===== src/hdl/bgr_pkg.sv =====
// Shared types and constants for the bilinear greyscale resizer.
// Used by every module of the block but bgr_ram; depends on nothing else.
`default_nettype none

package bgr_pkg;

  localparam int COORD_W   = 9;
  localparam int PIX_W     = 8;
  localparam int DIM_W     = 10;
  localparam int CFG_IDX_W = 1;

  // Input word kinds.
  typedef enum logic {
    REQ_WRITE = 1'b0,
    REQ_READ  = 1'b1
  } req_t;

  // Configuration register indexes.
  localparam logic [CFG_IDX_W-1:0] REG_SRC_WIDTH  = 1'b0;
  localparam logic [CFG_IDX_W-1:0] REG_SRC_HEIGHT = 1'b1;

  // Row and column that travel with a word.
  typedef struct packed {
    logic [COORD_W-1:0] row;
    logic [COORD_W-1:0] col;
  } pos_t;

  // Bank parity of the four neighbour rows and columns.
  typedef struct packed {
    logic r1;
    logic r2;
    logic c1;
    logic c2;
  } par_t;

endpackage

`default_nettype wire


===== src/hdl/bgr_blend.sv =====
// Weighting pipeline: horizontal blend, vertical blend, then the scaled
// division that yields the output grey value. Depends on bgr_pkg.
`default_nettype none

module bgr_blend #(
  parameter int OUT_SIDE = 299
) (
  input  wire logic                              clk,
  input  wire logic                              rst,
  input  wire logic                              in_valid,
  output logic                                   in_ready,
  input  wire bgr_pkg::pos_t                     pos,
  input  wire bgr_pkg::par_t                     par,
  input  wire logic [$clog2(OUT_SIDE+1)-1:0]     fy,
  input  wire logic [$clog2(OUT_SIDE+1)-1:0]     fx,
  input  wire logic [3:0][bgr_pkg::PIX_W-1:0]    pix,
  output logic                                   out_valid,
  input  wire logic                              out_ready,
  output bgr_pkg::pos_t                          res_pos,
  output logic [bgr_pkg::PIX_W-1:0]              value
);

  localparam int FW = $clog2(OUT_SIDE + 1);
  localparam int HW = bgr_pkg::PIX_W + FW;
  localparam int SW = bgr_pkg::PIX_W + 2 * FW;
  localparam int D2 = OUT_SIDE * OUT_SIDE;
  // Reciprocal of OUT_SIDE squared, exact for every SW-bit numerator.
  localparam int          K2    = SW + $clog2(D2);
  localparam logic [63:0] RECIP = ((64'd1 << K2) + 64'(D2) - 64'd1) / 64'(D2);
  localparam int          MW    = $clog2(RECIP + 64'd1);
  localparam int          XW    = SW + MW;

  logic en5, en6, en7;
  logic v5, v6, v7;

  logic [bgr_pkg::PIX_W-1:0] p_tl, p_tr, p_bl, p_br;
  logic [FW-1:0] wx0, wy0_c;
  logic [HW-1:0] top_c, bot_c;
  logic [HW-1:0] top5, bot5;
  logic [FW-1:0] wy0, wy1;
  logic [SW-1:0] sum6;
  logic [XW-1:0] prod;
  bgr_pkg::pos_t pos5, pos6, pos7;
  logic [bgr_pkg::PIX_W-1:0] val7;

  assign en7      = !v7 || out_ready;
  assign en6      = !v6 || en7;
  assign en5      = !v5 || en6;
  assign in_ready = en5;

  always_comb begin
    p_tl  = pix[{par.r1, par.c1}];
    p_tr  = pix[{par.r1, par.c2}];
    p_bl  = pix[{par.r2, par.c1}];
    p_br  = pix[{par.r2, par.c2}];
    wx0   = FW'(OUT_SIDE) - fx;
    wy0_c = FW'(OUT_SIDE) - fy;
    top_c = HW'(p_tl) * HW'(wx0) + HW'(p_tr) * HW'(fx);
    bot_c = HW'(p_bl) * HW'(wx0) + HW'(p_br) * HW'(fx);
  end

  assign prod = XW'(sum6) * XW'(RECIP);

  always_ff @(posedge clk) begin
    if (rst) begin
      v5 <= 1'b0;
      v6 <= 1'b0;
      v7 <= 1'b0;
    end else begin
      if (en5) begin
        v5 <= in_valid;
      end
      if (en6) begin
        v6 <= v5;
      end
      if (en7) begin
        v7 <= v6;
      end
    end
  end

  always_ff @(posedge clk) begin
    if (en5) begin
      pos5 <= pos;
      top5 <= top_c;
      bot5 <= bot_c;
      wy0  <= wy0_c;
      wy1  <= fy;
    end
    if (en6) begin
      pos6 <= pos5;
      sum6 <= SW'(top5) * SW'(wy0) + SW'(bot5) * SW'(wy1);
    end
    if (en7) begin
      pos7 <= pos6;
      val7 <= bgr_pkg::PIX_W'(prod >> K2);
    end
  end

  assign out_valid = v7;
  assign res_pos   = pos7;
  assign value     = val7;

endmodule

`default_nettype wire


===== config.mk =====
export PLATFORM = sky130hd
export DESIGN_NAME = bgr_blend
export DESIGN_NICKNAME = d
export VERILOG_FILES = /design/src/hdl/bgr_pkg.sv /design/src/hdl/bgr_blend.sv
export SDC_FILE = /design/constraint.sdc
export NUM_CORES = 2
export LEC_CHECK = 0
export BUFFER_PORTS_ARGS = -buffer_cell sky130_fd_sc_hd__buf_2
export CAP_MARGIN = 20
export CORE_ASPECT_RATIO = 1.2
export CORE_MARGIN = 1.5
export CORE_UTILIZATION = 50
export DETAILED_ROUTE_END_ITERATION = 8
export PLACE_DENSITY = 0.81
export SLEW_MARGIN = 20
export SYNTH_ARGS = -nofsm -noshare
export SYNTH_HDL_FRONTEND = slang
export SYNTH_SLANG_ARGS = --single-unit

===== constraint.sdc =====
create_clock -name clk -period 6.55 [get_ports clk]
set_clock_uncertainty 0.1 [all_clocks]
set_input_delay 0.655 -clock clk [delete_from_list [all_inputs] [get_ports clk]]
set_output_delay 0.655 -clock clk [all_outputs]
set_load 0.005 [all_outputs]

After elaboration in Yosys (flattened, before gate mapping)
Index checks and enable logic that the tools add are counted.
{"block": "totals", "memories": 0, "romBits": 0, "out_inout_bits": 28, "input_bits": 76, "register_bits": 143, "latchBits": 0, "ram_bits": 0, "wordCells": 45}
{"block": "op_classes", "shifts": 0, "n_lt_le_gt_ge": 4, "eq_ne": 0, "multipliers": 7, "n_reduce_logical": 6, "div": 0, "n_bitwise": 0, "muxes": 8, "n_addsub": 5}
{"cell": "8-bit by 9-bit multiplier with 17-bit output", "n": 4}
{"cell": "8-bit binary-select mux with 2-bit select", "n": 4}
{"cell": "17-bit by 9-bit multiplier with 26-bit output", "n": 2}
{"cell": "26-bit by 26-bit multiplier with 50-bit output, second input constant", "n": 1}
{"cell": "17-bit adder", "n": 2}
{"cell": "8-bit two-way mux", "n": 4}
{"cell": "26-bit adder", "n": 1}
{"cell": "9-bit subtractor, first input constant", "n": 2}
{"cell": "2-bit by 3-bit less-than comparator with 1-bit output, second input constant", "n": 4}
{"cell": "1-bit logical NOT", "n": 3}
{"cell": "1-bit logical OR", "n": 3}

Depth between registers and ports, before layout
{"block": "depth", "ltp_word": 4, "mapped_depth": 26, "ltp_nobuf": 24}

Worst setup path after synthesis
OpenSTA, ideal clock, no wires.
{"block": "synth_timing", "path_type": "input to register", "start": "input port par[0] (netlist name)", "end": "register top5[16], data pin", "setup_ps": 260, "stages": 23, "path_slack_ps": -482, "arrival_ps": 6672, "path_buffers": 3, "t_required_ps": 6190, "cell_sequence": "clkbuf_1 clkbuf_1 clkbuf_1 a21oi_1 and2_1 fa_1 fa_1 inv_1 fa_1 inv_1 fa_1 inv_1 fa_1 fa_1 inv_1 ha_1 and3_1 a22o_1 a311o_1 a41oi_1 o21bai_1 a21oi_1 xnor2_1"}
{"block": "synth_via", "elab_chain_cells": 4}
{"item": "from (decl)", "line_no": "bgr_blend.sv:13", "rtl": "input wire bgr_pkg::par_t par,"}
{"item": "8-bit binary-select mux with 2-bit select", "line_no": "bgr_blend.sv:53", "rtl": "p_tr = pix[{par.r1, par.c2}];"}
{"item": "8-bit two-way mux (not written as such)", "line_no": "bgr_blend.sv:53"}
{"item": "8-bit by 9-bit multiplier with 17-bit output", "line_no": "bgr_blend.sv:58", "rtl": "top_c = HW'(p_tl) * HW'(wx0) + HW'(p_tr) * HW'(fx);"}
{"item": "17-bit adder", "line_no": "bgr_blend.sv:58"}
{"item": "via top_c[16]", "line_no": "bgr_blend.sv:38", "rtl": "logic [HW-1:0] top_c, bot_c;"}
{"item": "to (signal assigned)", "line_no": "bgr_blend.sv:85", "rtl": "top5 <= top_c;"}
{"item": "to (decl)", "line_no": "bgr_blend.sv:39", "rtl": "logic [HW-1:0] top5, bot5;"}
The timed path passes the listed nets, and every way through them passes these cells. The select of a mux whose other input is x is not followed.
A chain may end at the register's enable or synchronous reset.

Final worst setup path
{"block": "layout_timing", "start": "register sum6[9]", "end": "register val7 (netlist bit value[7]), data pin"}
{"block": "layout_via", "elab_chain_cells": 1}
{"item": "from (decl)", "line_no": "bgr_blend.sv:41", "rtl": "logic [SW-1:0] sum6;"}
{"item": "from (signal assigned)", "line_no": "bgr_blend.sv:92", "rtl": "sum6 <= SW'(top5) * SW'(wy0) + SW'(bot5) * SW'(wy1);"}
{"item": "26-bit by 26-bit multiplier with 50-bit output", "line_no": "bgr_blend.sv:62", "rtl": "assign prod = XW'(sum6) * XW'(RECIP);"}
{"item": "via prod[50]", "line_no": "bgr_blend.sv:42", "rtl": "logic [XW-1:0] prod;"}
{"item": "to (signal assigned)", "line_no": "bgr_blend.sv:96", "rtl": "val7 <= bgr_pkg::PIX_W'(prod >> K2);"}
{"item": "to (decl)", "line_no": "bgr_blend.sv:44", "rtl": "logic [bgr_pkg::PIX_W-1:0] val7;"}
The timed path passes the listed nets, and every way through them passes these cells.

==> flow_summary.ini <==
[global_route]
grt.overflow.total = 0
grt_pass1_vias = 27791
grt.total_usage_pct = 24.4
antenna_found_initial = 1
grt_pass1_wl_um = 138000
grt_start_max_net_pins = 43

[synth]
ys_seq_elements = 142
synth_cell_types = 63
synth.area.top_cells = fa_1 43%, ha_1 16%, edfxtp_1 12%
yosysSeqAreaShare_pct = 11.9
synth_edf_count = 139
syn-instance-count = 3583
synth_top_area_cell = fa_1
avgSynthCellArea_um2 = 9.93
yosys.cell_count.top_type = inv_1
synth_top_area_share_pct = 42.7
synthFlopType = edfxtp_1
yosysWarnings = 0
netlist_area_um2 = 35600
ys_async_sr_fraction_pct = 0
ys_top_cells_by_count = 1,085 x inv_1, 758 x fa_1, 444 x ha_1

[finish]
drive_gt1_share_pct = 14.1
fin_area_um2 = 40400
nets = 5213
areaGrowthSynthToFinish_pct = 13.6
diodes = 0
finalNonFillerCells = 4866

[sta]
clock.fmax_ghz = 0.153
drv_slew = 0
max_slew_margin_pct = 30.3
rsz0062_at_grt = true
hold_viol = 0
setup_viol = 0
period_minus_slack_ns = 6.55
worst_pin_slew_ns = 1.04
fin_ws_ns = 0.00222
period_share_pct = 100

[clock_tree]
htreeDepth = 4
clock-sinks = 142
clkLatencyLatePin_ns = 0.46
numCtsBuffers = 17
clock_path_buffers = 2
root_buffer = clkbuf_16
hold_buffers = 0
cts_tree = yes
path_clk_slew_ns = 0.08

[critical_path]
endpoint_kind = flip-flop
start_kind = flip-flop
crit_path_frequent_cell = fa_2
slowest_stage = fa_2
worstPathMaxFanout = 3
required_ns = 6.65
critical_path.cell_chain = buf_6, fa_1, fa_1, fa_2, fa_2, fa_2, fa_2, inv_2, fa_1, inv_2, ha_4, a211oi_2, o21ai_1, o211ai_1, nand3_1, or2_4, a21oi_4, nor3_4, a2111oi_4, xnor2_1
slowest_delay_ns = 0.64
arrival_ns = 6.65
critical_path_class = reg2reg

[floorplanning]
die-area_um2 = 72800
core-area_um2 = 70000
row_count = 106
die_w_um = 247
ios = 104
die_y_um = 295
start_util_pct = 50.8

[drt]
drt-total-wl_um = 85900
post-route-drc-count = 0
first_pass_iters = 5
wire_per_inst_um = 17.7
vias = 25258
antenna_left = 0
initialDrtViolationCount = 1427
vias_per_cell = 5.19

[placement]
pre_cts_slack_ns = -0.321
placed_area_um2 = 39000
gp_congestion = 0.981
port_buffers = 103
dp_cells = 4773
dp_hpwl_um = 73400

[status]
outcome = finished clean

[worst_hold_path]
hold_class = in2reg

[run]
drv_cap = 0
## path summary, 6_finish.rpt
path / from / depth (start not counted) / endpoint / slack [ns]
worst max-delay path: sum6[9] / 20 / value[7] / 0.002
worst min-delay path: pos[10] / 1 / pos5[10] / 0.27
worst max register to register: sum6[9] / 20 / value[7] / 0.002
worst min register to register: pos5[7] / 0 / pos6[7] / 0.31
## state kept, by name, indices dropped and copies added (netlist names)
name,flops
pos6,18
top5,17
pos5,18
v5,1
bot5,17
out_valid,1
v6,1
value,8
res_pos,18
sum6,26
wy1,8
wy0,9
## area by class of cell
class / instances / area (um2)
clock inverters: 15 / 186
clock buffers: 17 / 425
multi-input cells: 2272 / 27400
inverters: 1085 / 4070
well taps: 918 / 1150
flip-flops and latches: 142 / 4230
fillers: 5624 / 29600
repair buffers: 417 / 3000
## what timing repair did
item                                    in CTS  in global routing
gates resized for setup                      6                 68
buffers inserted                             5                 58
pin swaps                                    6                 40
cloned                                       0                  0
endpoints found under the setup margin       4                 13
## metal layers
layer / GRT usage, % / vias to the layer above / part of all wire, %
met1: 27.5 / 12779 / 36
met3: 2.12 / 312 / 4.4
met4: 14.0 / 0 / 6.5
met2: 45.0 / 851 / 53
met5: 0 / - / 0
li1: - / 11316 / -
## cell usage in the layout (no fill, tap or decap), drive strengths merged, types with 4 or more instances in the layout
cell type / n
and2: 215
o41ai: 4
xor2: 27
nand2b: 22
and3: 8
nand4: 6
nor2b: 24
nor2: 73
ha: 444
a31oi: 8
a21o: 27
a211oi: 4
edfxtp: 139
nand3: 15
o21bai: 11
inv: 1095
mux2i: 8
fa: 758
mux4: 16
clkbuf: 20
or3: 4
mux2: 9
nor3: 15
nand2: 350
o21a: 10
o21ai: 38
a21oi: 71
buf: 414
xnor2: 65
## critical path, delay by kind of cell, from the launching register on
family / cells / cell delay [ns]
flops: 1 / 0.48
compound gates: 5 / 0.96
buf+inv: 3 / 0.30
xor+xnor: 1 / 0.12
simple gates: 3 / 0.46
fa+ha+maj: 8 / 3.88
## stage by stage
| step | hold WS (ns) | TNS, ns | utilization (%) |
|---|---|---|---|
| after floorplan | 0.300 | -0.0357 | - |
| after CTS | 0.253 | -0.0510 | 56.7 |
| after global routing | 0.256 | -0.533 | 57.7 |
| after global placement | 0.300 | -0.780 | 55.7 |
| after detailed placement | 0.305 | -1.79 | 55.7 |
| final | 0.265 | 0 | 57.7 |
## logic make-up (layout without fill, tap and decap cells)
kind of cell               after synthesis  after routing  share of synthesized area [%]
adders and majority gates             1202           1202                           58.3
other                                    1              2                         0.0105
xor gates and xnor gates                92             92                           2.26
DFF                                    142            142                           11.9
muxes                                   33             33                           1.52
buffers and inverters                 1170           1534                           12.3
and+or+nand+nor                        743            743                           10.0
AOI/OAI and AO/OA                      200            200                           3.67
Power is left out: the tool's default activity adds up to more than one toggle a clock period on the data nets, which glitch-free logic cannot reach.
