**config.mk**
```make
export PLATFORM = sky130hd
export DESIGN_NAME = bgr_map
export DESIGN_NICKNAME = d
export VERILOG_FILES = /design/src/hdl/bgr_pkg.sv /design/src/hdl/bgr_map.sv
export SDC_FILE = /design/constraint.sdc
export NUM_CORES = 2
export LEC_CHECK = 0
export BUFFER_PORTS_ARGS = -buffer_cell sky130_fd_sc_hd__buf_2
export CORE_MARGIN = 4
export CORE_UTILIZATION = 58
export CTS_CLUSTER_DIAMETER = 200
export DETAILED_ROUTE_END_ITERATION = 7
export PLACE_DENSITY = 0.75
export SLEW_MARGIN = 20
export SYNTH_ARGS = -nofsm -noshare
export SYNTH_HDL_FRONTEND = slang
export SYNTH_SLANG_ARGS = --single-unit
```
**constraint.sdc**
```tcl
create_clock -name clk -period 6.1 [get_ports clk]
set_input_delay 0.61 -clock clk [delete_from_list [all_inputs] [get_ports clk]]
set_output_delay 0.61 -clock clk [all_outputs]
set_load 0.01 [all_outputs]
```
**src/hdl/bgr_pkg.sv**
```systemverilog
// Shared types and constants for the bilinear greyscale resizer.
// Used by every module of the block but bgr_ram; depends on nothing else.
`default_nettype none

package bgr_pkg;

  localparam int COORD_W   = 9;
  localparam int PIX_W     = 8;
  localparam int DIM_W     = 10;
  localparam int CFG_IDX_W = 1;

  // Input word kinds.
  typedef enum logic {
    REQ_WRITE = 1'b0,
    REQ_READ  = 1'b1
  } req_t;

  // Configuration register indexes.
  localparam logic [CFG_IDX_W-1:0] REG_SRC_WIDTH  = 1'b0;
  localparam logic [CFG_IDX_W-1:0] REG_SRC_HEIGHT = 1'b1;

  // Row and column that travel with a word.
  typedef struct packed {
    logic [COORD_W-1:0] row;
    logic [COORD_W-1:0] col;
  } pos_t;

  // Bank parity of the four neighbour rows and columns.
  typedef struct packed {
    logic r1;
    logic r2;
    logic c1;
    logic c2;
  } par_t;

endpackage

`default_nettype wire

```
**src/hdl/bgr_map.sv**
```systemverilog
// Coordinate mapping pipeline: three stages that turn an output pixel position
// into neighbour indices and fractional weights. Depends on bgr_pkg.
`default_nettype none

module bgr_map #(
  parameter int MAX_WIDTH  = 512,
  parameter int MAX_HEIGHT = 512,
  parameter int OUT_SIDE   = 299
) (
  input  wire logic                                   clk,
  input  wire logic                                   rst,
  input  wire logic                                   in_valid,
  output logic                                        in_ready,
  input  wire bgr_pkg::req_t                          kind,
  input  wire logic [bgr_pkg::COORD_W-1:0]            src_row,
  input  wire logic [bgr_pkg::COORD_W-1:0]            src_col,
  input  wire logic [bgr_pkg::PIX_W-1:0]              pixel_in,
  input  wire logic [bgr_pkg::COORD_W-1:0]            out_row,
  input  wire logic [bgr_pkg::COORD_W-1:0]            out_col,
  input  wire logic [bgr_pkg::DIM_W-1:0]              hm1,
  input  wire logic [bgr_pkg::DIM_W-1:0]              wm1,
  output logic                                        m_valid,
  input  wire logic                                   m_ready,
  output bgr_pkg::req_t                               m_kind,
  output bgr_pkg::pos_t                               m_pos,
  output logic [bgr_pkg::PIX_W-1:0]                   m_pix,
  output logic [$clog2(MAX_HEIGHT)-1:0]               m_r1,
  output logic [$clog2(MAX_HEIGHT)-1:0]               m_r2,
  output logic [$clog2(MAX_WIDTH)-1:0]                m_c1,
  output logic [$clog2(MAX_WIDTH)-1:0]                m_c2,
  output logic [$clog2(OUT_SIDE+1)-1:0]               m_fy,
  output logic [$clog2(OUT_SIDE+1)-1:0]               m_fx
);

  localparam int RW  = $clog2(MAX_HEIGHT);
  localparam int CW  = $clog2(MAX_WIDTH);
  localparam int FW  = $clog2(OUT_SIDE + 1);
  localparam int PW  = bgr_pkg::COORD_W + bgr_pkg::DIM_W;
  // Reciprocal of OUT_SIDE, exact for every PW-bit numerator.
  localparam int          K1    = PW + $clog2(OUT_SIDE);
  localparam logic [63:0] RECIP = ((64'd1 << K1) + 64'(OUT_SIDE) - 64'd1) / 64'(OUT_SIDE);
  localparam int          MW    = $clog2(RECIP + 64'd1);
  localparam int          XW    = PW + MW;

  logic en1, en2, en3;
  logic v1, v2, v3;
  logic keep;

  bgr_pkg::req_t kind1, kind2, kind3;
  bgr_pkg::pos_t pos1, pos2, pos3;
  logic [bgr_pkg::PIX_W-1:0] pix1, pix2, pix3;
  logic [PW-1:0] py1, px1, py2, px2, qy2, qx2;
  logic [XW-1:0] prod_y, prod_x;
  logic [PW-1:0] r1c, r2c, c1c, c2c;
  logic [FW-1:0] fy_c, fx_c;
  logic [RW-1:0] r1, r2;
  logic [CW-1:0] c1, c2;
  logic [FW-1:0] fy3, fx3;

  assign en3      = !v3 || m_ready;
  assign en2      = !v2 || en3;
  assign en1      = !v1 || en2;
  assign in_ready = en1;

  // Out-of-range writes and requests are dropped on entry.
  always_comb begin
    if (kind == bgr_pkg::REQ_WRITE) begin
      keep = (32'(src_row) < MAX_HEIGHT) && (32'(src_col) < MAX_WIDTH);
    end else begin
      keep = (32'(out_row) < OUT_SIDE) && (32'(out_col) < OUT_SIDE);
    end
  end

  assign prod_y = XW'(py1) * XW'(RECIP);
  assign prod_x = XW'(px1) * XW'(RECIP);

  always_comb begin
    fy_c = FW'(py2 - qy2 * PW'(OUT_SIDE));
    fx_c = FW'(px2 - qx2 * PW'(OUT_SIDE));
    r1c  = (qy2 > PW'(hm1)) ? PW'(hm1) : qy2;
    c1c  = (qx2 > PW'(wm1)) ? PW'(wm1) : qx2;
    r2c  = (r1c == PW'(hm1)) ? r1c : r1c + PW'(1);
    c2c  = (c1c == PW'(wm1)) ? c1c : c1c + PW'(1);
  end

  always_ff @(posedge clk) begin
    if (rst) begin
      v1 <= 1'b0;
      v2 <= 1'b0;
      v3 <= 1'b0;
    end else begin
      if (en1) begin
        v1 <= in_valid && keep;
      end
      if (en2) begin
        v2 <= v1;
      end
      if (en3) begin
        v3 <= v2;
      end
    end
  end

  always_ff @(posedge clk) begin
    if (en1) begin
      kind1 <= kind;
      pos1  <= (kind == bgr_pkg::REQ_WRITE) ? bgr_pkg::pos_t'({src_row, src_col})
                                            : bgr_pkg::pos_t'({out_row, out_col});
      pix1  <= pixel_in;
      py1   <= PW'(out_row) * PW'(hm1);
      px1   <= PW'(out_col) * PW'(wm1);
    end
    if (en2) begin
      kind2 <= kind1;
      pos2  <= pos1;
      pix2  <= pix1;
      py2   <= py1;
      px2   <= px1;
      qy2   <= PW'(prod_y >> K1);
      qx2   <= PW'(prod_x >> K1);
    end
    if (en3) begin
      kind3 <= kind2;
      pos3  <= pos2;
      pix3  <= pix2;
      r1    <= RW'(r1c);
      r2    <= RW'(r2c);
      c1    <= CW'(c1c);
      c2    <= CW'(c2c);
      fy3   <= fy_c;
      fx3   <= fx_c;
    end
  end

  assign m_valid = v3;
  assign m_kind  = kind3;
  assign m_pos   = pos3;
  assign m_pix   = pix3;
  assign m_r1    = r1;
  assign m_r2    = r2;
  assign m_c1    = c1;
  assign m_c2    = c2;
  assign m_fy    = fy3;
  assign m_fx    = fx3;

endmodule

`default_nettype wire

```
Word-level counts from Yosys, hierarchy flattened
Cells that the tools add are included.

storage, ports and cells
  bits in registers = 216
  input port bits = 69
  word-level logic and storage cells = 57

operators by class
  $add $sub $neg = 4
  multiply operators = 6
  $lt $le $gt $ge = 4
  eq/ne operators = 2
  multiplexer cells = 6
  reduce and logical (&&, ||, !) cells = 8

operators by type and width
  cell                    count
  $mul 19x19->38 const B  2
  $mul 9x10->19           2
  $eq 11x10->1            2
  $gt 11x10->1            2
  $mul 11x9->9 const B    2
  $mux 11                 2
  $add 9x1->9 const B     2
  $lt 9x9->1 const B      2
  $mux 18                 1
  $mux 9                  2
  $sub 9x9->9             2
  $logic_not 1->1         3
  $logic_or 1x1->1        3
  $logic_and 1x1->1       2
  $mux 1                  1

Longest topological paths before layout
  depth after elaboration = 4
  depth in mapped cells = 23
  gate-level depth less buffers = 22

Worst setup path before layout
Ideal clock, no wire load.

  kind = flip-flop to flip-flop
  from = register py1[5]
  to = register qy2[9], data pin
  setup time = 0.258 ns
  data arrival time = 5.476 ns
  data required time = 5.842 ns
  path slack = 0.367 ns
  stages on the path, launching flop included = 22
  period minus slack after synthesis = 5.733 ns
  cells stage by stage = edfxtp_1 > ha_1 > clkbuf_1 > xor2_1 > ha_1 > a21o_1 > fa_1 > fa_1 > fa_1 > inv_1 > fa_1 > inv_1 > ha_1 > nand4_2 > nor4_2 > or4b_1 > o211ai_1 > o21ba_2 > a21o_2 > o21a_1 > nor2_1 > xnor2_1

between the ends
  cells in the longest elaborated chain, start to end = 1

ends and longest elaborated chain
  item                      RTL line        RTL
  start: declaration        bgr_map.sv:52   logic [PW-1:0] py1, px1, py2, px2, qy2, qx2;
  start signal: assignment  bgr_map.sv:110  py1 <= PW'(out_row) * PW'(hm1);
  $mul 19x19->38            bgr_map.sv:74   assign prod_y = XW'(py1) * XW'(RECIP);
  net prod_y[37]            bgr_map.sv:53   logic [XW-1:0] prod_y, prod_x;
  end signal: assignment    bgr_map.sv:119  qy2 <= PW'(prod_y >> K1);
  end: declaration          bgr_map.sv:52

The timed path passes the listed nets, and every way through them passes these cells.
A chain may end at the register's enable or synchronous reset.

Worst setup path in the final report
  from = register py1[1]
  to = register qy2[9], data pin

Same word-level chain as after synthesis.

==> impl_results.md <==
- Critical Path End Type: flop
- Mapped Cells: ~2.6k
- Critical path class: reg -> reg
- Area of the mapped netlist: roughly 29000 um^2
- Fill cell count: between 3k and 4k
- Final Setup Violations: 0
- Max-cap violations: 0
- Actual slew at the worst max-slew pin: 0.960 ns
- Detailed-route DRC error count: 0
- Commonest cells after routing, fill and taps aside: inv_1, ha_1, fa_1
- Overflow after GRT: 0
- Syn Area/Cell: ~11 um^2
- Final wirelength: around 61000 um
- Status: finished clean
- Chip Width: ~230 um
- Syn nets: approximately 3.6k
- Distinct cell type count after synthesis: 62
- Area grow syn2layout: 9.74%
- Fin area: about 32000 um^2
- Rows: between 80 and 90
- Ys async rst share: 0%
- Worst EP required: around 6.4 ns
- Worst min-delay path startpoint: pixel_in[7]
- R2r setup slk: 0.16 ns
- Min-Delay Endpoint: pix1[7]
- Reg-to-reg endpoint: qy2[9]
- Min Tclk post-route: about 5.9 ns
- Fmax: around 170 MHz
- Final Hold Vio Count: 0
- Port Buf Inserts: around 150
- Core area: 49000 um^2
- Hold Path Depth: 1
- Yosys top cell area share: slightly below 30%
- WP data arrival: 6.22 ns
- Global-route wire length before repair: about 100000 um
- Die ar.: between 50000 and 60000 um^2
- Post-synth top area cell: fa_1
- Fin nets: ~3.8k
- Crit Path Max Fanout: 6
- Antenna Nets Post-Route: 0
- Largest net degree at the start of global routing: a little under 70
- DR WL/cell: around 18 um
- Post-synth top flop: edfxtp_1
- # IOs: ~150
- Worst Reg2Reg Path Length in Cells: 21
- Total GRT Usage: between 20% and 30%
- DP Area: 30500 um^2
- Via count: roughly 19k
- Die Span Y: approximately 230 um
- Placer congestion estimate: ~0.93
- EDFF count, synth: approximately 210
- CTS buffer count: 23
- ANT cells: 0
- Number of global-route vias before repair: roughly 20k
- Most common cell after layout, fill and taps aside: inv_1
- Max clock buf depth: 3
- Clock Latency Late Sink: ~0.53 ns
- R2R Path Start: py1[1]
- Ys Warns: 0
- DRT iter0 DRCs: a little over 900
- Hpwl dp: slightly above 50000 um
- Max-slew violations: 0
- Reg clk slew, reported paths: 0.07 ns
- Post-DR vias/cell: 5.29
- Hold Path Class: in -> reg
- H-Tree Level Count: 1
- Largest cells by area after synthesis: fa_1, edfxtp_1, ha_1
- Fin Clk Skew: between 0.02 and 0.025 ns
- Root buffer cell: clkbuf_16
- TritonCTS clock tree: done
- CTS Sinks: about 220
- Max-slew headroom: a little over a third
- Initial antenna violation count: 1
- First-pass DRT Iterations: 5
- Crit start category: flop
- Share of cells above drive strength 1: between 10% and 20%
- Synth Register Bits: about 220
- Post-synthesis sequential area ratio: between 20% and 30%
- Initial Util: approximately three fifths
- Part of the cycle the worst path needs: a little over nine tenths
## logic make-up after synthesis
group | share of synthesized area (%)
buffers and inverters | 9.66
flip-flops | 22.5
AO/OA/AOI/OAI | 4.69
multiplexers | 1.42
adder cells (fa/ha/maj) | 50.4
XOR/XNOR | 4.69
AND/OR/NAND/NOR | 6.66
## synthesized netlist by cell type (6+ instances only)
cell and instances:
xnor2_1 88, o21ai_0 33, inv_1 684, nor3_1 17, ha_1 476, a31oi_1 6, a21boi_0 7, a21oi_1 58
nor2_1 41, a211o_1 7, clkbuf_1 47, nand4_1 13, nor4_1 8, or3_1 7, mux2_2 31, a211oi_1 8
a21o_1 37, nand2b_1 6, o21a_1 10, nand3_1 17, o21bai_1 11, nand2_1 136, xor2_1 66, mux2i_1 6
nor2b_1 15, edfxtp_1 213, and2_1 94, fa_1 426
## critical path: stages, from the launching register on
cell and delay (ns):
edfxtp_1 0.44, buf_4 0.17, ha_4 0.25, xor2_1 0.17, ha_1 0.21, or2_2 0.33, fa_1 0.53, fa_1 0.43
fa_1 0.49, inv_1 0.05, fa_1 0.48, inv_1 0.07, ha_4 0.29, nand2_1 0.10, nor4_4 0.23, or4b_4 0.50
o211ai_1 0.24, o21ba_4 0.22, a21o_2 0.17, o21a_1 0.14, nor2_1 0.06, xnor2_1 0.12
## how the worst max path moves through the flow
| stage | from | endpoint |
|---|---|---|
| after floorplan | py1[5] | qy2[9] |
| after global placement | px1[1] | qx2[8] |
| after detailed placement | px1[1] | qx2[8] |
| after CTS | px1[1] | qx2[8] |
| after global routing | py1[15] | qy2[9] |
| final | py1[1] | qy2[9] |
## flip-flops by register name, indices dropped and copies added, names as in the netlist, 8 cells and up
register  cells
px1          19
py2           9
m_pix         8
m_c1          9
pos1         18
m_r1          9
pos2         18
m_fx          9
pix1          8
qx2          11
m_c2          9
m_fy          9
m_r2          9
qy2          11
px2           9
py1          19
m_pos        18
pix2          8
## per-stage QoR
step / util (%) / hold slack [ns] / setup TNS (ns) / cells / setup slack (ns)
2_1_floorplan: - / 0.400 / 0 / 2625 / 0.367
3_3_place_gp: 62.3 / 0.401 / 0 / 3439 / 0.167
3_5_place_dp: 62.3 / 0.405 / 0 / 3439 / 0.0549
4_1_cts: 63.7 / 0.231 / 0 / 3481 / 0.0257
5_1_grt: 64.4 / 0.233 / -0.0628 / 3500 / -0.0628
6_report: 64.4 / 0.252 / 0 / 3500 / 0.159
## routing by layer
metal	GRT usage, %	wire length (um)
met1	29.7	24600
met2	43.4	32400
met3	2.71	2460
met4	6.48	1800
met5	0	0
## final cells by class
class | instances | area (um^2) | area share, %
timing repair buffer | 220 | 1280 | 4.05
inverter | 684 | 2570 | 8.15
clock buffer | 24 | 579 | 1.84
multi-input combinational | 1674 | 19700 | 62.5
clock inverter | 18 | 115 | 0.365
tap | 664 | 831 | 2.63
sequential | 216 | 6460 | 20.5
## what timing repair did
action                     in CTS  in global routing
resized for setup               0                 31
hold buffers                    0                  0
setup endpoints to repair       0                 11
buffers inserted                0                 19
Power is left out: the tool's default activity adds up to more than one toggle a clock period on the data nets, which glitch-free logic cannot reach.
